**src/rv32im_instruction_execute_core_assert.svh**
```systemverilog
// Assertion macros for the execute core.
`ifndef RV32IM_INSTRUCTION_EXECUTE_CORE_ASSERT_SVH
`define RV32IM_INSTRUCTION_EXECUTE_CORE_ASSERT_SVH
// Implication checked on every clock edge outside reset.
`define RVX_ASSERT_IMP(lbl, clk, rst_n, a, c, msg) \
  lbl: assert property (@(posedge clk) disable iff (!rst_n) (a) |-> (c)) else $error(msg);
// Next-cycle implication checked outside reset.
`define RVX_ASSERT_NXT(lbl, clk, rst_n, a, c, msg) \
  lbl: assert property (@(posedge clk) disable iff (!rst_n) (a) |=> (c)) else $error(msg);
`endif

```
**src/rvx_pkg.sv**
```systemverilog
// ----------------------------------------------------------------------------
// rvx_pkg
// Operation codes, status codes and shared types of the execute core.
// ----------------------------------------------------------------------------
`default_nettype none
package rvx_pkg;
  localparam logic [5:0] OP_LUI = 6'd0, OP_AUIPC = 6'd1, OP_ADDI = 6'd2, OP_SLTI = 6'd3,
    OP_SLTIU = 6'd4, OP_XORI = 6'd5, OP_ORI = 6'd6, OP_ANDI = 6'd7, OP_SLLI = 6'd8,
    OP_SRLI = 6'd9, OP_SRAI = 6'd10, OP_ADD = 6'd11, OP_SUB = 6'd12, OP_SLT = 6'd13,
    OP_SLTU = 6'd14, OP_XOR = 6'd15, OP_OR = 6'd16, OP_AND = 6'd17, OP_SRL = 6'd18,
    OP_SRA = 6'd19, OP_ECALL = 6'd20, OP_EBREAK = 6'd21, OP_LB = 6'd22, OP_LH = 6'd23,
    OP_LW = 6'd24, OP_LBU = 6'd25, OP_LHU = 6'd26, OP_SB = 6'd27, OP_SH = 6'd28,
    OP_SW = 6'd29, OP_JAL = 6'd30, OP_JALR = 6'd31, OP_BEQ = 6'd32, OP_BNE = 6'd33,
    OP_BLT = 6'd34, OP_BGE = 6'd35, OP_BLTU = 6'd36, OP_BGEU = 6'd37, OP_MUL = 6'd38,
    OP_MULH = 6'd39, OP_MULHSU = 6'd40, OP_MULHU = 6'd41, OP_DIV = 6'd42,
    OP_DIVU = 6'd43, OP_REM = 6'd44, OP_REMU = 6'd45;
  localparam logic [2:0] ST_OK = 3'd0, ST_ECALL = 3'd1, ST_EBREAK = 3'd2, ST_EXIT = 3'd3,
    ST_NEG = 3'd4;
  // Divider control between the top level and the divide unit.
  typedef struct packed {
    logic        start;
    logic        signed_op;
    logic        want_rem;
  } div_ctl_t;
  typedef struct packed {
    logic        busy;
    logic        done;
  } div_sts_t;
endpackage
`default_nettype wire

```
**src/rvx_alu.sv**
```systemverilog
// ----------------------------------------------------------------------------
// rvx_alu
// Shared add, compare, logic, shift and multiply unit of the execute core.
// ----------------------------------------------------------------------------
`default_nettype none
module rvx_alu (
  input  wire logic [5:0]  op,
  input  wire logic [31:0] a,
  input  wire logic [31:0] b,
  output logic [31:0]      y,
  output logic             take
);
  import rvx_pkg::*;
  logic [63:0] prod;
  logic signed [32:0] sa, sb;
  logic        lts, ltu;
  logic [4:0]  sh;
  assign sh = b[4:0];
  assign lts = $signed(a) < $signed(b);
  assign ltu = a < b;
  always_comb begin
    sa = {(op == OP_MULH || op == OP_MULHSU) & a[31], a};
    sb = {(op == OP_MULH) & b[31], b};
  end
  assign prod = 64'(sa * sb);
  always_comb begin
    y = a + b;
    take = 1'b0;
    unique case (op)
      OP_SUB: y = a - b;
      OP_SLT, OP_SLTI: y = {31'd0, lts};
      OP_SLTU, OP_SLTIU: y = {31'd0, ltu};
      OP_XOR, OP_XORI: y = a ^ b;
      OP_OR, OP_ORI: y = a | b;
      OP_AND, OP_ANDI: y = a & b;
      OP_SLLI: y = a << sh;
      OP_SRL, OP_SRLI: y = a >> sh;
      OP_SRA, OP_SRAI: y = 32'($signed(a) >>> sh);
      OP_MUL: y = prod[31:0];
      OP_MULH, OP_MULHSU, OP_MULHU: y = prod[63:32];
      OP_BEQ: take = a == b;
      OP_BNE: take = a != b;
      OP_BLT: take = lts;
      OP_BGE: take = !lts;
      OP_BLTU: take = ltu;
      OP_BGEU: take = !ltu;
      default: y = a + b;
    endcase
  end
endmodule
`default_nettype wire
```
**config.mk**
```make
export PLATFORM = sky130hd
export DESIGN_NAME = rvx_alu
export DESIGN_NICKNAME = d
export VERILOG_FILES = /design/src/rv32im_instruction_execute_core_assert.svh /design/src/rvx_pkg.sv /design/src/rvx_alu.sv
export SDC_FILE = /design/constraint.sdc
export NUM_CORES = 2
export LEC_CHECK = 0
export BUFFER_PORTS_ARGS = -buffer_cell sky130_fd_sc_hd__buf_4
export CORE_ASPECT_RATIO = 0.9
export CORE_MARGIN = 4
export CORE_UTILIZATION = 35
export DETAILED_ROUTE_END_ITERATION = 10
export GPL_TIMING_DRIVEN = 0
export SLEW_MARGIN = 10
export SYNTH_ARGS = -nofsm -noshare
export SYNTH_HDL_FRONTEND = slang
export SYNTH_SLANG_ARGS = --single-unit
```
**constraint.sdc**
```tcl
create_clock -name vclk -period 12.02
set_input_delay 1.202 -clock vclk [all_inputs]
set_output_delay 1.202 -clock vclk [all_outputs]
set_load 0.01 [all_outputs]
```
==> summary.txt <==
Status
  • Status: complete, no violations

Hold path
  • HP Start: op[1]
  • Hold Path Sink: take
  • Worst Hold Depth: 5
  • Min-delay worst type: input port to primary output

Floorplanning
  • Die extent in y: 352 um
  • Core Box Area: 131000 sq um
  • Ports: 103
  • DIE WIDTH: 390 um
  • Die area: 137000 sq um
  • Row count: 126
  • Initial core utilization: 35.2%

Critical path
  • Type of the worst setup path: input port to primary output
  • CP Data Required Time: 10.82 ns
  • Worst path slowest cell: clkbuf_1
  • CP Depth: 26
  • CP Capture Type: primary output
  • Most used cell, CP: fa_1
  • CP Launch Type: input port
  • Buf+Inv Stages, Crit Path: 6
  • Slowest stage delay, CP: 0.99 ns
  • CP arrival: 10.76 ns
  • Crit-path max FO: 12
  • CP delay by family, top: adder cells

Layout
  • Seq Cell Count: 0
  • Storage element area: 0 sq um
  • Final Instance Area: 49600 sq um
  • Final-stage net count: 7098
  • Share of cells above drive strength 1: 6.71%
  • CLK BUF: 0
  • Area grow syn2layout: 7.77%

STA
  • Fin. max-slew vios: 0
  • Relative slew slack: 8.47%
  • FMAX: 83.6 MHz
  • Period utilization: 99.6%
  • RSZ-0062 raised after global routing: yes
  • Tmin final: 11.97 ns
  • Hold Violations, Final: 0
  • Worst-Margin Slew: 1.37 ns
  • Setup violators final: 0

Detailed routing
  • Vias per cell: 5.71
  • Wire length on met3: 21500 um
  • DR WL/cell: 33.5 um
  • Met2 wire len: 108000 um
  • Vias: 41800
  • WL final: 245000 um
  • Post-route ant nets: 0
  • DRT met1 WL: 102000 um
  • 1st-pass router iterations: 6
  • Highest metal used: met5
  • DRC: 0
  • 1st-iter DRT viols: 4333

Global routing
  • Vias in the first global route: 43000
  • GRT Overall Usage: 35.6%
  • First-pass GRT wire length: 343000 um
  • Initial antenna violation count: 23
  • Total global routing overflow: 0
  • Largest net degree at the start of global routing: 29

Synth
  • Post-synthesis sequential area ratio: 0%
  • Yosys warns: 0
  • Cell Area, Synth: 46100 sq um
  • Syn avg cell area: 8.35 sq um
  • Synth unique cells: 89
  • Mapped Cells: 5520
  • Synth Net Count: 7026

Place
  • PortBufs: 100
  • Hpwl dp: 212000 um
  • Routability cong.: 1.04
  • Dpl cell area: 49000 sq um

Clocking
  • Hold-fix buffers, CTS: 0

Run
  • Maxcap violations: 0
[worst max-delay path by stage]
stage | from | to
floorplan | b[2] | y[23]
global placement | b[2] | y[16]
detailed placement | b[2] | y[16]
CTS | op[1] | y[22]
global route | op[1] | y[29]
finish | a[1] | y[16]
[cells in the mapped netlist (all sizes together), types with 9 or more instances]
cell | number | area (sq um)
a2111oi | 12 | 113
a211oi | 16 | 125
a21boi | 10 | 75.1
a21o | 38 | 285
a21oi | 196 | 981
a221oi | 29 | 267
a22oi | 14 | 105
a31oi | 16 | 100
and2 | 11 | 68.8
and3 | 9 | 56.3
buf | 93 | 390
clkbuf | 238 | 895
clkinv | 15 | 56.3
fa | 1127 | 22600
ha | 309 | 3870
inv | 1286 | 4830
mux2i | 42 | 420
mux4 | 57 | 1280
nand2 | 845 | 3170
nand2b | 24 | 150
nand3 | 41 | 205
nand4 | 18 | 113
nor2 | 525 | 1970
nor2b | 15 | 93.8
nor3 | 41 | 205
o2111ai | 12 | 105
o211ai | 32 | 240
o21a | 17 | 128
o21ai | 143 | 723
o21bai | 20 | 150
o221ai | 15 | 138
o31ai | 16 | 139
or3 | 21 | 131
xnor2 | 68 | 596
xor2 | 27 | 236
[tightest hold or removal path, stage by stage]
cell     delay, ns
buf_4         0.12
buf_4         0.17
o41ai_1       0.09
o31a_1        0.10
buf_4         0.13
[what timing repair did]
item / in CTS / in global routing
setup endpoints to repair: 32 / 24
setup buffers: 9 / 5
endpoints found under the hold margin: 0 / 0
resized for setup: 135 / 76
pin swaps: 6 / 12
[layout by cell type (no fill, tap or decap), types with 41 or more instances in the layout]
master / count
fa_1: 1119
nor2_1: 520
inv_1: 1264
nand2_1: 842
nand3_1: 41
clkbuf_1: 158
mux2i_1: 41
buf_1: 42
ha_1: 303
xnor2_1: 64
o21ai_0: 132
a21oi_1: 187
buf_4: 119
mux4_2: 57
[cell families after synthesis]
group,Yosys count,synth area share (%)
multiplexers,105,3.85
XOR/XNOR,96,1.86
buffers and inverters,1632,13.4
AND/OR/NAND/NOR,1589,14.0
adder cells (fa/ha/maj),1436,57.4
AO/OA/AOI/OAI,662,9.51
[layout make-up]
cell class,count,area [sq um]
Antenna cell,10,25.0
Multi-Input combinational cell,3888,40300
Fill cell,13800,81400
Inverter,1301,4920
Tap cell,1728,2160
Timing Repair Buffer,118,898
Buffer,283,1330
[layer usage]
metal / track usage [%] / vias up
met3: 7.06 / 525
met5: 0 / -
met2: 54.5 / 2238
met1: 49.2 / 22200
met4: 14.8 / 14
li1: - / 16900
[through the flow]
step           util, %  setup WS, ns  instances  TNS (ns)  hold slack, ns
2_1_floorplan        -         0.586       5520         0            2.72
3_3_place_gp      37.4         -3.89       7348    -95.91            2.98
3_5_place_dp      37.4         -3.29       7352    -84.17            2.98
4_1_cts           37.7       0.00460       7322         0            2.99
5_1_grt           37.9       -0.0351       7318   -0.0888            3.05
6_report          37.9        0.0538       7328         0            3.01
