`src/rv32im_instruction_execute_core_assert.svh`:
```
// Assertion macros for the execute core.
`ifndef RV32IM_INSTRUCTION_EXECUTE_CORE_ASSERT_SVH
`define RV32IM_INSTRUCTION_EXECUTE_CORE_ASSERT_SVH
// Implication checked on every clock edge outside reset.
`define RVX_ASSERT_IMP(lbl, clk, rst_n, a, c, msg) \
  lbl: assert property (@(posedge clk) disable iff (!rst_n) (a) |-> (c)) else $error(msg);
// Next-cycle implication checked outside reset.
`define RVX_ASSERT_NXT(lbl, clk, rst_n, a, c, msg) \
  lbl: assert property (@(posedge clk) disable iff (!rst_n) (a) |=> (c)) else $error(msg);
`endif

```
`src/rvx_pkg.sv`:
```
// ----------------------------------------------------------------------------
// rvx_pkg
// Operation codes, status codes and shared types of the execute core.
// ----------------------------------------------------------------------------
`default_nettype none
package rvx_pkg;
  localparam logic [5:0] OP_LUI = 6'd0, OP_AUIPC = 6'd1, OP_ADDI = 6'd2, OP_SLTI = 6'd3,
    OP_SLTIU = 6'd4, OP_XORI = 6'd5, OP_ORI = 6'd6, OP_ANDI = 6'd7, OP_SLLI = 6'd8,
    OP_SRLI = 6'd9, OP_SRAI = 6'd10, OP_ADD = 6'd11, OP_SUB = 6'd12, OP_SLT = 6'd13,
    OP_SLTU = 6'd14, OP_XOR = 6'd15, OP_OR = 6'd16, OP_AND = 6'd17, OP_SRL = 6'd18,
    OP_SRA = 6'd19, OP_ECALL = 6'd20, OP_EBREAK = 6'd21, OP_LB = 6'd22, OP_LH = 6'd23,
    OP_LW = 6'd24, OP_LBU = 6'd25, OP_LHU = 6'd26, OP_SB = 6'd27, OP_SH = 6'd28,
    OP_SW = 6'd29, OP_JAL = 6'd30, OP_JALR = 6'd31, OP_BEQ = 6'd32, OP_BNE = 6'd33,
    OP_BLT = 6'd34, OP_BGE = 6'd35, OP_BLTU = 6'd36, OP_BGEU = 6'd37, OP_MUL = 6'd38,
    OP_MULH = 6'd39, OP_MULHSU = 6'd40, OP_MULHU = 6'd41, OP_DIV = 6'd42,
    OP_DIVU = 6'd43, OP_REM = 6'd44, OP_REMU = 6'd45;
  localparam logic [2:0] ST_OK = 3'd0, ST_ECALL = 3'd1, ST_EBREAK = 3'd2, ST_EXIT = 3'd3,
    ST_NEG = 3'd4;
  // Divider control between the top level and the divide unit.
  typedef struct packed {
    logic        start;
    logic        signed_op;
    logic        want_rem;
  } div_ctl_t;
  typedef struct packed {
    logic        busy;
    logic        done;
  } div_sts_t;
endpackage
`default_nettype wire

```
`src/rvx_div.sv`:
```
// ----------------------------------------------------------------------------
// rvx_div
// Radix-2 restoring divider, one quotient bit per cycle, with RISC-V fixups.
// ----------------------------------------------------------------------------
`default_nettype none
module rvx_div (
  input  wire logic             clk,
  input  wire logic             rst_n,
  input  wire rvx_pkg::div_ctl_t ctl,
  input  wire logic [31:0]      dividend,
  input  wire logic [31:0]      divisor,
  output rvx_pkg::div_sts_t     sts,
  output logic [31:0]           result
);
  import rvx_pkg::*;
  logic [31:0] q_r, q_nxt, den_r, den_nxt, res_r, res_nxt;
  logic [32:0] rem_r, rem_nxt, trial;
  logic [5:0]  cnt_r, cnt_nxt;
  logic        busy_r, busy_nxt, done_r, done_nxt;
  logic        nq_r, nq_nxt, nr_r, nr_nxt, rm_r, rm_nxt;
  logic        na, nb;
  logic [31:0] ma, mb;
  assign na = ctl.signed_op & dividend[31];
  assign nb = ctl.signed_op & divisor[31];
  assign ma = na ? (32'd0 - dividend) : dividend;
  assign mb = nb ? (32'd0 - divisor) : divisor;
  assign trial = {rem_r[31:0], q_r[31]} - {1'b0, den_r};
  always_comb begin
    q_nxt = q_r; den_nxt = den_r; rem_nxt = rem_r; cnt_nxt = cnt_r; res_nxt = res_r;
    busy_nxt = busy_r; done_nxt = 1'b0; nq_nxt = nq_r; nr_nxt = nr_r; rm_nxt = rm_r;
    if (ctl.start) begin
      busy_nxt = 1'b1; cnt_nxt = 6'd32; q_nxt = ma; den_nxt = mb; rem_nxt = 33'd0;
      nq_nxt = na ^ nb; nr_nxt = na; rm_nxt = ctl.want_rem;
      // Zero divisor: magnitude path gives all ones and the dividend magnitude, so
      // clear the quotient sign fixup and keep the dividend's sign on the remainder.
      if (divisor == 32'd0) begin
        nq_nxt = 1'b0; nr_nxt = na;
      end
    end else if (busy_r) begin
      if (!trial[32]) begin
        rem_nxt = trial; q_nxt = {q_r[30:0], 1'b1};
      end else begin
        rem_nxt = {rem_r[31:0], q_r[31]}; q_nxt = {q_r[30:0], 1'b0};
      end
      cnt_nxt = cnt_r - 6'd1;
      if (cnt_r == 6'd1) begin
        busy_nxt = 1'b0; done_nxt = 1'b1;
        if (rm_r) res_nxt = nr_r ? (32'd0 - rem_nxt[31:0]) : rem_nxt[31:0];
        else res_nxt = nq_r ? (32'd0 - q_nxt) : q_nxt;
      end
    end
  end
  always_ff @(posedge clk) begin
    q_r <= q_nxt; den_r <= den_nxt; rem_r <= rem_nxt; cnt_r <= cnt_nxt; res_r <= res_nxt;
    nq_r <= nq_nxt; nr_r <= nr_nxt; rm_r <= rm_nxt;
    if (!rst_n) begin
      busy_r <= 1'b0; done_r <= 1'b0;
    end else begin
      busy_r <= busy_nxt; done_r <= done_nxt;
    end
  end
  assign sts.busy = busy_r;
  assign sts.done = done_r;
  assign result = res_r;
endmodule
`default_nettype wire

```
`config.mk`:
```
export PLATFORM = sky130hd
export DESIGN_NAME = rvx_div
export DESIGN_NICKNAME = d
export VERILOG_FILES = /design/src/rv32im_instruction_execute_core_assert.svh /design/src/rvx_pkg.sv /design/src/rvx_div.sv
export SDC_FILE = /design/constraint.sdc
export NUM_CORES = 1
export LEC_CHECK = 0
export BUFFER_PORTS_ARGS = -buffer_cell sky130_fd_sc_hd__buf_4
export CORE_AREA = 2 2 150 152
export DETAILED_ROUTE_END_ITERATION = 10
export DIE_AREA = 0 0 152 154
export PLACE_DENSITY = 0.72
export SLEW_MARGIN = 20
export SYNTH_ARGS = -nofsm -noshare
export SYNTH_HDL_FRONTEND = slang
export SYNTH_SLANG_ARGS = --single-unit
```
`constraint.sdc`:
```
create_clock -name clk -period 6.3 [get_ports clk]
set_input_delay 0.945 -clock clk [delete_from_list [all_inputs] [get_ports clk]]
set_output_delay 0.945 -clock clk [all_outputs]
set_load 0.01 [all_outputs]
```
==> reports/results.tsv, run 1 <==
stage	metric	value	unit
run_status	outcome	completed	
clocking	clk-insertion-delay-late	430	ps
grt	gr-total-overflow	0	
clocking	cts.sinks	139	
timing	fin_tns_setup	0	ps
synth	synth.cell_area	0.0108	mm^2
grt	antenna_found_initial	0	
floorplan	ios	103	
worst_setup_path	worst-endpoint-required	6460	ps
layout	final_cells	1630	
timing	finalMaxSlewViolations	0	
routing	first_pass_iters	5	
power	totalPowerFinal	0.00332	W
place	place_congestion	0.907	
grt	grt.total_usage	24.0	%
synth	synth_edf_count	99	
grt	grt_max_degree	74	
synth	synth-xor-area-share	11.4	%
synth	yosys-top-cells-count	nor2_1, a21oi_1, nand2_1	
routing	drt_iter0_drc	852	
synth	synth_compound_area_share	22.3	%
floorplan	die_x	152	um
grt	grt_pass1_vias	9221	
synth	yosys.area_share.simple	19.3	%
layout	area_growth_syn_to_layout	14.0	%
timing	max_freq	0.181	GHz
layout	final_util	56.7	%
place	dp_cells	1598	
run	drv_cap	0	
clocking	cts_resized	0	
clocking	hold_buffers	0	
worst_setup_path	end_kind	register	
synth	ys_ff_latch	139	
timing	setup_viol	0	
floorplan	dieArea	0.0234	mm^2
clocking	cts_tree	yes	
synth	yosysMostFrequentCell	nor2_1	
layout	drive_above_1_share	13.5	%
floorplan	core_region_area	0.0217	mm^2
synth	ys_types	86	
layout	n_fill_cell	1987	
clocking	numCtsBuffers	17	
synth	synth_nets	1379	
synth	synth_mux_area_share	2.57	%
floorplan	initial_core_util	49.8	%
routing	antenna_left	0	
synth	syn_area_per_cell	8.49	um^2
synth	ys_top_cells_by_area	edfxtp_1, dfxtp_1, xnor2_1	
place	hpwl	21.3	mm
power	ir_worst_vdd	0.209	mV
worst_setup_path	crit_arrival	5690	ps
routing	routed_wl	28.4	mm
place	io_buffers	102	
routing	wire_per_inst	17.4	um
synth	syn-instance-count	1271	
floorplan	core.rowCount	54	
grt	grt_pass1_wl	45.7	mm
timing	finalCritPeriodShare	87.7	%
floorplan	die_y	154	um
power	leakagePower	4.73	nW
synth	synth_top_area_share	27.5	%
routing	via_count	9687	
timing	tightest_slew	1010	ps
clocking	cts_setup_buffers	0	
worst_setup_path	path_class	reg -> reg	
clocking	clk_path_buf_depth	2	
timing	clock_skew	8.70	ps
layout	layout.nets	1445	
timing	min_period	5530	ps
timing	hold_viol	0	
timing	maxSlewHeadroom	32.8	%
clocking	htree_levels	4	
timing	rsz0062_at_grt	no	
clocking	path_clk_slew	70	ps
power	powerDensity	270	mW/mm^2
synth	ys_seq_area_share	35.0	%
clocking	cts-root-buf	clkbuf_16	
synth	synth_top_family_by_area	compound AO/OA/AOI/OAI gates	
synth	async_flop_share	0	%
synth	synthFlopType	edfxtp_1	
layout	n_antenna_cell	0	
synth	synth_adder_area_share	4.59	%
hold_path	min_path_type	reg -> reg	
worst_setup_path	critPathLaunchType	register	
routing	vias_per_cell	5.94	
routing	drcViolationCount	0	
synth	synth_top_cell_by_area	edfxtp_1	
worst_setup_path	crit_fanout	17	
synth	yosysWarnings	0	
timing	hold_slack	495	ps
==> final cells by class <==
type                       instances  area (um^2)  share of cell area (%)
timing repair buffer             111          833                    6.77
multi-input combinational       1004         6510                    52.9
tap                              280          350                    2.85
inverter                          64          240                    1.95
sequential                       139         3770                    30.7
clock inverter                    13          143                    1.16
clock buffer                      19          453                    3.68
==> layout by cell type, fill, tap and decap left out, types with 10 or more instances in the layout <==
| master | count |
|---|---|
| nand2_1 | 103 |
| o41ai_1 | 13 |
| or3_1 | 11 |
| nor3_1 | 36 |
| nand4_1 | 12 |
| ha_1 | 38 |
| nor2_1 | 159 |
| clkbuf_16 | 17 |
| xnor2_1 | 76 |
| mux2i_1 | 24 |
| a21oi_1 | 124 |
| nor4_1 | 10 |
| inv_1 | 61 |
| nand3_1 | 21 |
| nand2b_1 | 14 |
| dfxtp_1 | 39 |
| o31ai_1 | 18 |
| nor2b_1 | 12 |
| buf_4 | 111 |
| o21ai_0 | 69 |
| xor2_1 | 65 |
| edfxtp_1 | 99 |
| o211ai_1 | 10 |
| a211oi_1 | 31 |
| or4_1 | 14 |
==> worst paths after layout <==
path / from / to / slack [ps] / cells after the start
max: q_r[31]$_DFFE_PP_ / result[28]$_DFFE_PP_ / 770 / 21
min: cnt_r[0]$_SDFFE_PP0P_ / cnt_r[0]$_SDFFE_PP0P_ / 500 / 2
max reg2reg: q_r[31]$_DFFE_PP_ / result[28]$_DFFE_PP_ / 770 / 21
min reg2reg: cnt_r[0]$_SDFFE_PP0P_ / cnt_r[0]$_SDFFE_PP0P_ / 500 / 2
==> flip-flops by register name (all words and copies together), names as in the netlist <==
| register | cells |
|---|---|
| result | 32 |
| nr_r | 1 |
| busy_r | 1 |
| rem_r | 32 |
| q_r | 32 |
| nq_r | 1 |
| den_r | 32 |
| done_r | 1 |
| cnt_r | 6 |
| rm_r | 1 |
==> cells by family after synthesis <==
group | after synthesis
simple gates | 437
compound gates | 360
xor+xnor | 141
flops | 139
buf+inv | 128
fa+ha+maj | 39
mux | 27
==> critical path: stages, from the launching register on <==
cell	delay [ps]
edfxtp_1	390
inv_1	60
ha_1	220
fa_1	430
nand2b_1	200
a21oi_2	260
o31ai_4	150
a2111oi_4	350
mux2_4	430
and2_4	200
inv_2	80
nor2_1	50
a21oi_1	220
ha_1	210
inv_1	70
or4_1	540
nand4b_1	210
o21ai_0	320
nand4_1	300
o31ai_1	310
xor2_1	190
a21oi_1	90
==> routing by layer <==
metal	GRT usage, %	up-vias	wire length [um]
li1	-	4766	-
met1	29.7	4595	11900
met2	41.7	281	14200
met3	4.09	45	1350
met4	10.0	0	911
met5	0	-	0
==> through the flow <==
stage               setup WS, ps  area [um^2]
floorplan                   1050        10800
global placement            1010        11700
detailed placement           906        11700
CTS                          878        12300
global route                 448        12300
finish                       774        12300
==> report_power, final <==
group / switching (W) / internal [W]
sequential: 0.0000811 / 0.00108
combinational: 0.000694 / 0.000439
clock: 0.000418 / 0.000605
total: 0.00119 / 0.00213
Note: power is estimated with default switching activity, not from simulation.
==> run 2, diff against run 1 <==
CORE_AREA = 2 2 193 195   (was 2 2 150 152)
DIE_AREA = 0 0 195 197   (was 0 0 152 154)
PLACE_DENSITY = 0.49   (was 0.72)
==> run 2 against run 1 <==
- flip-flop and latch count stayed put
- maximum frequency shrank 4.3%
- worst hold slack lost 3.0 ps
- cell area is 1.9% higher
- first-iteration DRC count shrank 29%
- combinational power is essentially flat
- count of clock-buffer cells in the layout unchanged
- sequential share of layout area fell by 0.58 points
- global-route usage decreased by 7.3 points
- clock power is essentially flat
- critical path type unchanged
- critical endpoint is now result[26]$_DFFE_PP_
- largest cell class unchanged
==> reports/results.tsv, run 2 (synthesis results as in run 1) <==
stage	metric	value	unit
layout	layout.nets	1447	
run	drv_cap	0	
layout	multiInputGateArea	0.00651	mm^2
grt	gr-total-overflow	0	
power	powerDensity	267	mW/mm^2
place	io_buffers	102	
grt	grt_pass1_vias	9255	
clocking	path_clk_slew	70	ps
timing	hold_viol	0	
clocking	clk-insertion-delay-late	430	ps
clocking	cts_resized	0	
worst_setup_path	path_cells	inv_1 > ha_1 > fa_1 > nand2b_1 > a21oi_2 > o31ai_4 > a2111oi_4 > mux2_4 > and2_4 > inv_2 > buf_4 > nor2_1 > a21oi_1 > ha_1 > inv_1 > or4_1 > nand4b_1 > o21ai_0 > nand2_1 > o41ai_2 > xnor2_1 > mux2i_1	
timing	min_period	5770	ps
power	totalPowerFinal	0.00335	W
timing	tightest_slew	1080	ps
floorplan	die_x	195	um
worst_setup_path	timing.rr.start	q_r[31]$_DFFE_PP_	
clocking	clk_path_buf_depth	2	
clocking	cts-root-buf	clkbuf_16	
layout	final_common_cell	nor2_1	
layout	n_fill_cell	3809	
routing	routed_wl	32.3	mm
worst_setup_path	path_class	reg -> reg	
timing	fin_tns_setup	0	ps
place	hpwl	24.7	mm
clocking	hold_buffers	0	
power	power_frac_seq	34.8	%
floorplan	initial_core_util	29.8	%
routing	drcViolationCount	0	
timing	clock_skew	15.1	ps
grt	grt_max_degree	73	
power	p_sw_share	37.2	%
timing	rsz0062_at_grt	no	
run_status	outcome	completed	
worst_setup_path	critPathLaunchType	register	
hold_path	min_path_type	reg -> reg	
timing	finalCritPeriodShare	91.6	%
layout	final_util	34.6	%
timing	finalMaxSlewViolations	0	
floorplan	die_y	197	um
floorplan	ios	103	
timing	maxSlewHeadroom	28.2	%
routing	wire_per_inst	17.7	um
layout	area_growth_syn_to_layout	16.2	%
worst_setup_path	end_kind	register	
layout	final_cell_mix	nor2_1, a21oi_1, buf_4	
place	place_congestion	0.852	
routing	via_count	9515	
power	p_comb_share	34.4	%
power	leakagePower	4.74	nW
place	dpl_worst_slack	675	ps
routing	antenna_left	0	
worst_setup_path	crit_arrival	5930	ps
routing	first_pass_iters	7	
layout	n_antenna_cell	0	
clocking	numCtsBuffers	17	
floorplan	core_region_area	0.0363	mm^2
worst_setup_path	crit_fanout	17	
power	intPower	0.00210	W
clocking	cts.sinks	139	
floorplan	dieArea	0.0384	mm^2
grt	grt.total_usage	16.7	%
grt	grt_pass1_wl	50.8	mm
floorplan	core.rowCount	70	
worst_setup_path	max_stage_delay	540	ps
timing	max_freq	0.173	GHz
worst_setup_path	worst-endpoint-required	6460	ps
power	ir_worst_vdd	0.192	mV
clocking	htree_levels	4	
worst_setup_path	crit_path_start	q_r[31]$_DFFE_PP_	
power	switchingPower	0.00124	W
grt	antenna_found_initial	1	
layout	regArea	0.00377	mm^2
clocking	cts_tree	yes	
timing	fin_ws	528	ps
layout	drive_above_1_share	13.5	%
routing	drt_iter0_drc	608	
routing	vias_per_cell	5.23	
clocking	cts_setup_buffers	0	
power	clkPwrFrac	30.8	%
hold_path	min_from	cnt_r[0]$_SDFFE_PP0P_	
worst_setup_path	cp_slowest_cell	or4_1	
timing	setup_viol	0	
-- run 2: stage by stage --
stage / cell area (um^2) / cells / hold WS, ps
3_3_place_gp: 12000 / 1788 / 475
5_1_grt: 12500 / 1820 / 518
2_1_floorplan: 10800 / 1271 / 463
6_report: 12500 / 1820 / 492
4_1_cts: 12500 / 1820 / 494
3_5_place_dp: 12000 / 1788 / 485
-- run 2: final timing paths --
| kind | endpoint | slack, ps | cells past startpoint |
|---|---|---|---|
| worst max-delay path | result[26]$_DFFE_PP_ | 530 | 22 |
| worst min register to register | cnt_r[0]$_SDFFE_PP0P_ | 490 | 2 |
| worst min-delay path | cnt_r[0]$_SDFFE_PP0P_ | 490 | 2 |
| worst max register to register | result[26]$_DFFE_PP_ | 530 | 22 |
-- run 2: routing by layer --
layer  part of all wire, %  vias to the layer above  track usage (%)
met2                    50                      165             29.8
met4                   1.6                        0             4.66
met5                     0                        -                0
li1                      -                     4771                -
met3                   3.0                       29             1.87
met1                    45                     4550             21.4
-- run 2: worst max-delay path, delay by kind of cell (launching register included) --
kind / cells / cell delay [ps]
multiplexers: 2 / 540
buffers and inverters: 4 / 380
AND/OR/NAND/NOR: 6 / 1420
XOR/XNOR: 1 / 150
flip-flops: 1 / 390
adder cells (fa/ha/maj): 3 / 880
AO/OA/AOI/OAI: 6 / 1700
-- run 2: cell type report --
type | count | share of cell area, %
inverters | 64 | 1.92
multi-input cells | 1004 | 51.9
clock buffers | 19 | 3.62
repair buffers | 113 | 6.77
well taps | 468 | 4.67
flip-flops and latches | 139 | 30.1
clock inverters | 13 | 1.04
-- run 2: power groups by stage --
stage          sequential [W]  combinational [W]  clock [W]
6_report              0.00116            0.00115    0.00103
5_1_grt               0.00118            0.00129    0.00109
4_1_cts               0.00117            0.00116    0.00105
3_5_place_dp          0.00119            0.00115          0
3_3_place_gp          0.00119            0.00115          0
2_1_floorplan         0.00115           0.000856          0
==> run 3, diff against run 2 <==
ABC_AREA = 1   (was default)
CORE_AREA = 2 2 168 236   (was 2 2 193 195)
CTS_CLUSTER_DIAMETER = 100   (was default)
DIE_AREA = 0 0 170 238   (was 0 0 195 197)
==> run 3 against run 2 <==
- clock power is essentially flat
- worst hold slack lost 12 ps
- flip-flop and latch count is the same
- synthesized area grew 5.7%
- die area grew 5.3%
- maximum frequency grew 21%
- utilization shrank 0.079 points
- via count grew 13%
- critical path type unchanged
==> reports/results.tsv, run 3 <==
stage	metric	value	unit
worst_setup_path	crit_path_start	q_r[31]$_DFFE_PP_	
worst_setup_path	path_class	reg -> reg	
synth	syn-instance-count	1684	
run	drv_cap	0	
clocking	clk_path_buf_depth	2	
power	powerDensity	201	mW/mm^2
timing	rsz0062_at_grt	no	
layout	layout.nets	1879	
clocking	path_clk_slew	60	ps
synth	yosysWarnings	0	
worst_setup_path	cp_slowest_cell	o41ai_1	
timing	fin_tns_setup	0	ps
clocking	numCtsBuffers	17	
synth	synth_top_cell_by_area	edfxtp_1	
clocking	cts_resized	0	
layout	area_growth_syn_to_layout	15.8	%
worst_setup_path	timing.rr.start	q_r[31]$_DFFE_PP_	
worst_setup_path	end_kind	register	
synth	ys_top_cells_by_area	edfxtp_1, nand2_1, inv_1	
synth	ys_types	57	
grt	grt_pass1_vias	10600	
synth	synth.cell_area	0.0114	mm^2
routing	drcViolationCount	0	
place	io_buffers	102	
grt	gr-total-overflow	0	
worst_setup_path	worst-endpoint-required	6490	ps
floorplan	die_y	238	um
routing	first_pass_iters	5	
power	totalPowerFinal	0.00265	W
routing	routed_wl	37.9	mm
synth	synthFlopType	edfxtp_1	
run_status	outcome	completed	
clocking	cts_setup_buffers	0	
synth	ys_seq_area_share	33.1	%
place	place_congestion	0.937	
place	dpl_worst_slack	1520	ps
worst_setup_path	crit_buf_inv	2	
timing	hold_viol	0	
hold_path	min_from	cnt_r[4]$_SDFFE_PP0P_	
floorplan	initial_core_util	29.8	%
routing	antenna_left	0	
clocking	hold_buffers	0	
timing	fin_ws	1530	ps
routing	drt_iter0_drc	496	
timing	setup_viol	0	
worst_setup_path	max_stage_delay	510	ps
timing	min_period	4770	ps
clocking	htree_levels	4	
synth	yosysMostFrequentCell	nand2_1	
synth	async_flop_share	0	%
timing	maxSlewHeadroom	32.7	%
timing	finalCritPeriodShare	75.7	%
layout	final_util	34.5	%
grt	grt_max_degree	69	
floorplan	ios	103	
timing	clock_skew	15.9	ps
clocking	cts.sinks	139	
clocking	cts-root-buf	clkbuf_16	
timing	finalMaxSlewViolations	0	
hold_path	min_path_type	reg -> reg	
worst_setup_path	critPathTopFamily	simple AND/OR/NAND/NOR gates	
clocking	clk-insertion-delay-late	450	ps
clocking	cts_tree	yes	
routing	via_count	10800	
worst_setup_path	critPathLaunchType	register	
synth	syn_area_per_cell	6.78	um^2
layout	drive_above_1_share	12.3	%
floorplan	core_region_area	0.0383	mm^2
synth	synth_edf_count	99	
grt	antenna_found_initial	0	
synth	synth_top_area_share	26.0	%
place	hpwl	30.4	mm
worst_setup_path	path_common_cell	nand2_1	
grt	grt_pass1_wl	58.1	mm
floorplan	dieArea	0.0405	mm^2
worst_setup_path	crit_fanout	42	
layout	final_cell_mix	nand2_1, inv_1, nor2_1	
layout	final_common_cell	nand2_1	
floorplan	core.rowCount	85	
timing	tightest_slew	1010	ps
routing	wire_per_inst	16.8	um
worst_setup_path	crit_arrival	4960	ps
power	ir_worst_vdd	0.161	mV
synth	synth_nets	1792	
synth	yosys-top-cells-count	nand2_1, inv_1, nor2_1	
timing	max_freq	0.210	GHz
grt	grt.total_usage	19.0	%
floorplan	die_x	170	um
layout	n_fill_cell	4189	
routing	vias_per_cell	4.77	
synth	ys_ff_latch	139	
power	leakagePower	6.50	nW
-- run 3: metrics by stage --
stage / std cells / hold slack [ps] / instance area, um^2
after floorplan: 1684 / 444 / 11400
after global placement: 2230 / 470 / 12600
after detailed placement: 2230 / 470 / 12600
after CTS: 2262 / 485 / 13200
after global routing: 2262 / 527 / 13200
final: 2263 / 480 / 13200
-- run 3: final cells by class --
cell class / instances / area, um^2 / share of cell area [%]
diodes: 1 / 2.50 / 0.0189
clock buffers: 23 / 510 / 3.86
clock inverters: 9 / 82.6 / 0.625
inverters: 243 / 912 / 6.90
multi-input cells: 1260 / 6500 / 49.2
flip-flops and latches: 139 / 3770 / 28.6
well taps: 478 / 598 / 4.53
repair buffers: 110 / 826 / 6.25
-- run 3: final timing paths --
check | to | cells after the start | slack, ps
worst max-delay path | result[26]$_DFFE_PP_ | 25 | 1530
worst min register to register | cnt_r[4]$_SDFFE_PP0P_ | 1 | 480
worst min-delay path | cnt_r[4]$_SDFFE_PP0P_ | 1 | 480
worst max register to register | result[26]$_DFFE_PP_ | 25 | 1530
-- run 3: metal layers --
layer	wire, um	global-route usage, %	up-vias	part of all wire, %
met5	0	0	-	0
met4	2010	10.8	0	5.3
met3	816	1.86	61	2.2
met2	20000	35.9	187	53
met1	15100	20.4	4880	40
li1	-	-	5656	-
-- run 3: power by group --
group / leakage [nW] / internal, W / total, W / switching, W
Sequential: 1.29 / 0.00106 / 0.00109 / 0.0000392
Clock: 0.290 / 0.000610 / 0.00103 / 0.000418
Combinational: 4.92 / 0.000181 / 0.000528 / 0.000347
-- run 3: cell families (layout without fill, tap and decap cells) --
| logic type | after synthesis | after routing | share of synthesized area (%) |
|---|---|---|---|
| buffers and inverters | 285 | 385 | 10.0 |
| AOI/OAI and AO/OA | 223 | 223 | 11.3 |
| and+or+nand+nor | 918 | 918 | 35.2 |
| DFF | 139 | 139 | 33.1 |
| xor gates and xnor gates | 80 | 80 | 6.14 |
| adders and majority gates | 39 | 39 | 4.34 |
| other | 0 | 1 | 0 |
